==> src/rtl/sdtq_pkg.sv <==
// Package for the sorted deadline timer queue: request and status codes,
// default sizes and the per-cycle control word broadcast to the cell chain.
`default_nettype none
package sdtq_pkg;

    localparam int DEPTH_DEF       = 32;
    localparam int HANDLE_BITS_DEF = 10;
    localparam int TIME_BITS_DEF   = 32;

    typedef enum logic [1:0] {
        REQ_ADD    = 2'd0,
        REQ_DELETE = 2'd1,
        REQ_ADJUST = 2'd2,
        REQ_TICK   = 2'd3
    } req_t;

    typedef enum logic [2:0] {
        ST_DONE     = 3'd0,
        ST_EXPIRED  = 3'd1,
        ST_FULL     = 3'd2,
        ST_NOTFOUND = 3'd3,
        ST_DUP      = 3'd4
    } status_t;

    typedef enum logic [1:0] {
        S_IDLE,
        S_EXEC,
        S_TICK
    } state_t;

    // what every cell does this cycle
    typedef struct packed {
        logic do_remove;  // cells at or above the matching cell pull from the right
        logic do_insert;  // insert the new key at its sorted place
        logic do_pop;     // drop the head, everyone pulls from the right
    } cell_ctl_t;

endpackage
`default_nettype wire

==> src/rtl/sdtq_cell.sv <==
// One slot of the sorted chain: holds a handle and a deadline and decides
// locally from its neighbors what to hold next. Uses sdtq_pkg.
`default_nettype none
module sdtq_cell
    import sdtq_pkg::*;
#(
    parameter int HANDLE_BITS = HANDLE_BITS_DEF,
    parameter int TIME_BITS   = TIME_BITS_DEF
)
(
    input  wire logic                   clk,
    input  wire logic                   rst_n,
    input  wire cell_ctl_t              ctl,
    input  wire logic [HANDLE_BITS-1:0] key_handle,
    input  wire logic [TIME_BITS-1:0]   key_deadline,
    // left neighbor
    input  wire logic                   left_valid,
    input  wire logic                   left_goes_after,
    input  wire logic                   left_removed,
    input  wire logic [HANDLE_BITS-1:0] left_handle,
    input  wire logic [TIME_BITS-1:0]   left_deadline,
    // right neighbor
    input  wire logic                   right_valid,
    input  wire logic [HANDLE_BITS-1:0] right_handle,
    input  wire logic [TIME_BITS-1:0]   right_deadline,
    // own view
    output logic                        valid,
    output logic                        goes_after,
    output logic                        hit,
    output logic                        removed,
    output logic [HANDLE_BITS-1:0]      handle,
    output logic [TIME_BITS-1:0]        deadline
);

    logic                   valid_reg, valid_next;
    logic [HANDLE_BITS-1:0] handle_reg, handle_next;
    logic [TIME_BITS-1:0]   deadline_reg, deadline_next;

    assign valid    = valid_reg;
    assign handle   = handle_reg;
    assign deadline = deadline_reg;
    assign hit      = valid_reg && (handle_reg == key_handle);
    // new key lands after this entry
    assign goes_after = valid_reg && (deadline_reg <= key_deadline);
    // this cell or one to its left matched the removed handle
    assign removed  = hit || left_removed;

    always_comb
    begin
        valid_next    = valid_reg;
        handle_next   = handle_reg;
        deadline_next = deadline_reg;
        if (ctl.do_pop || (ctl.do_remove && removed))
        begin
            valid_next    = right_valid;
            handle_next   = right_handle;
            deadline_next = right_deadline;
        end
        else if (ctl.do_insert)
        begin
            if (valid_reg && !goes_after)
            begin
                if (left_valid && !left_goes_after)
                begin
                    handle_next   = left_handle;
                    deadline_next = left_deadline;
                end
                else
                begin
                    handle_next   = key_handle;
                    deadline_next = key_deadline;
                end
            end
            else if (!valid_reg && left_valid)
            begin
                valid_next = 1'b1;
                if (!left_goes_after)
                begin
                    handle_next   = left_handle;
                    deadline_next = left_deadline;
                end
                else
                begin
                    handle_next   = key_handle;
                    deadline_next = key_deadline;
                end
            end
        end
    end

    always_ff @(posedge clk or negedge rst_n)
    begin
        if (!rst_n)
            valid_reg <= 1'b0;
        else
            valid_reg <= valid_next;
    end

    always_ff @(posedge clk)
    begin
        handle_reg   <= handle_next;
        deadline_reg <= deadline_next;
    end

endmodule
`default_nettype wire

==> config.mk <==
export PLATFORM = sky130hd
export DESIGN_NAME = sdtq_cell
export DESIGN_NICKNAME = d
export VERILOG_FILES = /design/src/rtl/sdtq_pkg.sv /design/src/rtl/sdtq_cell.sv
export SDC_FILE = /design/constraint.sdc
export NUM_CORES = 1
export LEC_CHECK = 0
export ABC_AREA = 1
export BUFFER_PORTS_ARGS = -buffer_cell sky130_fd_sc_hd__buf_2
export CORE_MARGIN = 4
export CORE_UTILIZATION = 45
export CTS_CLUSTER_SIZE = 30
export DETAILED_ROUTE_END_ITERATION = 12
export PLACE_DENSITY = 0.77
export SLEW_MARGIN = 20
export SYNTH_ARGS = -nofsm -noshare
export SYNTH_HDL_FRONTEND = slang
export SYNTH_SLANG_ARGS = --single-unit
==> constraint.sdc <==
create_clock -name clk -period 3.1 [get_ports clk]
set_input_delay 0.775 -clock clk [delete_from_list [all_inputs] [get_ports clk]]
set_output_delay 0.775 -clock clk [all_outputs]
set_load 0.02 [all_outputs]
==> run summary <==
worst min path class -> in2async
grt ovf -> 0
n_diodes -> 0
Critical Path End Type -> output pin
PD cells -> 402.1 nW/um^2
top cells by area, synth -> edfxtp_1 (29%), nand2_1 (15%), nand3_1 (11%), o21ai_0 (9.8%), ha_1 (9.1%)
final core occ -> 59.61%
Max Slew Vio Count -> 0
Sw Ratio -> 39.23%
asr flop ratio synth -> 2.326%
library cells used by synthesis -> 29
crit path time final -> 3.035 ns
ANT nets after route -> 0
Sequential Power Share -> 36.0%
most common cell in the netlist -> nand2_1
largest net degree at the start of global routing -> 85
# rows -> 35
dpl hpwl -> 10260 um
gp weighted congestion -> 0.8166
GRT met2 Usage -> 41.82%
Psw -> 881.2 uW
CP arrival -> 2.26 ns
Synth top cells by count -> nand2_1 (181), inv_1 (96), nand3_1 (93)
share of the synthesized area in the top cell type -> 28.64%
CTS buffer count -> 5
final setup violation count -> 0
fin crit share -> 97.90%
Hold Violations, Final -> 0
Nets -> 995
#FFs+latches synth -> 43
EDFF count, synth -> 42
1st-iter DRT viols -> 332
Mapped Area -> 4404 um^2
Post-Syn Instances -> 672
root buffer cell -> clkbuf_8
biggest area consumer among synthesized cells -> edfxtp_1
Post-Syn Nets -> 839
Via Count -> 5149
Layout fillers -> 949
clock share of power -> 20.8%
DRT Pass-1 Iters -> 5
CTS Sinks -> 43
total track usage -> 23.45%
chip width -> 106.9 um
CTS hold repair buffers -> 0
Yosys warnings -> 0
P_leak -> 3.025 nW
first-pass GRT wire length -> 22130 um
status -> finished clean
P_int -> 1.365 mW
worst-margin pin slew -> 0.8131 ns
RSZ-0062 raised after global routing -> false
DRT Wirelength -> 13910 um
Die ar. -> 11430 um^2
vias per cell -> 5.375
CTS Buffer Depth -> 2
Worst Skew -> 0.01137 ns
Combinational Power Share -> 43.1%
VDD IR max -> 200.5 uV
Critical Path RT -> 2.32 ns
H-Tree Depth -> 2
layout cell share with drive strength beyond 1 -> 26.66%
Max Clk Rate -> 329.5 MHz
crit path launch type -> primary input
register area -> 1287 um^2
max-cap viol count -> 0
vias in the first global route -> 4917
area grow syn2layout -> 26.85%
antenna violations before repair -> 0
die span in y -> 106.9 um
met1 usage -> 29.73%
core area -> 9371 um^2
CTS clk-pin slew, worst paths -> 0.09 ns
Synth Flop Type -> edfxtp_1
max reg flops -> 32
normalized max-slew margin -> 45.71%
DRC Markers -> 0
busiest grt layer -> met2
post-route setup slack -> 0.06508 ns
grt met3 use -> 3.432%
TritonCTS clock tree -> yes
Setup Slack @ Placement -> -0.03656 ns
Ports -> 181
Initial Util -> 47.00%
area of the multi-input gates -> 2585 um^2
port bufs -> 180
Worst-Skew Late Latency -> 0.30 ns
per-cell routed wire length -> 14.52 um
sequential element share of the synthesized area -> 29.20%
Mapped Avg Cell Area -> 6.554 um^2
critical path peak fanout -> 3
critical path type -> in2out
## cell type report
class / instances / share of cell area [%]
clock buffers: 6 / 1.478
multi-input cells: 486 / 46.27
well taps: 129 / 2.889
inverters: 99 / 6.652
repair buffers: 193 / 19.04
flip-flops and latches: 43 / 23.05
clock inverters: 2 / 0.6271
## layout by cell type (no fill, tap or decap), types with 2 or more instances in the layout
cell	count
nand2_1	177
o21ai_0	86
inv_1	95
nand3_2	2
buf_12	5
o21a_1	2
nand2_2	5
edfxtp_1	42
clkbuf_8	6
nand4_1	47
inv_2	3
nor2_2	3
xnor2_1	3
buf_4	9
a21oi_4	2
nor2_1	14
a21oi_1	13
ha_1	31
buf_2	179
nand3_1	91
## cells by family (layout without fill, tap and decap cells)
family | count (synthesis) | after routing | synth area share (%)
AND/OR/NAND/NOR | 345 | 345 | 35.17
XOR/XNOR | 3 | 3 | 0.5967
AO/OA/AOI/OAI | 106 | 106 | 12.76
flip-flops | 43 | 43 | 29.20
adder cells (fa/ha/maj) | 32 | 32 | 9.091
buffers and inverters | 143 | 300 | 13.18
## final timing paths
| check | startpoint | end | slack (ns) | depth (start not counted) |
|---|---|---|---|---|
| max in group asynchronous | rst_n | valid | 2.77 | 1 |
| max reg2reg | deadline[29] | deadline[3] | 0.44 | 11 |
| min in group clk | valid | valid | 0.68 | 2 |
| min reg2reg | valid | valid | 0.68 | 2 |
| max | key_deadline[30] | goes_after | 0.07 | 11 |
| min | rst_n | valid | 0.24 | 1 |
## power by group through the flow
stage	Combinational [mW]	Clock, mW	Sequential (mW)
after floorplan	0.496	0	0.917
after global placement	0.919	0	0.818
after detailed placement	0.948	0	0.822
after CTS	0.954	0.477	0.808
after global routing	1.08	0.508	0.818
final	0.969	0.468	0.810
## metal layers
layer | share of wire (%) | up-vias
li1 | - | 2566
met5 | 0 | -
met4 | 1.2 | 0
met1 | 41 | 2337
met2 | 50 | 229
met3 | 7.8 | 17
## metrics by stage
| step | hold slack (ns) | total power [mW] | TNS, ns | std cells | instance area [um^2] |
|---|---|---|---|---|---|
| floorplan | 0.4794 | 1.412 | 0 | 672 | 4409 |
| global placement | 0.5644 | 1.737 | 0 | 949 | 5424 |
| detailed placement | 0.5574 | 1.770 | -1.175 | 949 | 5424 |
| CTS | 0.2274 | 2.238 | 0 | 957 | 5542 |
| global route | 0.2128 | 2.408 | 0 | 958 | 5587 |
| finish | 0.2351 | 2.246 | 0 | 958 | 5587 |
## worst max-delay path: stages
cell and delay (ns):
buf_2 0.12, inv_1 0.05, ha_1 0.29, nand2_2 0.07, nor2_2 0.10, and2_4 0.16, and3b_2 0.21, nand2_2 0.08
a21oi_4 0.20, nor2_2 0.05, buf_4 0.16
## timing repair
action	in CTS	in global routing
gates resized for setup	0	12
setup buffers	0	1
endpoints found under the setup margin	0	1
(Power assumes the default switching activity.)
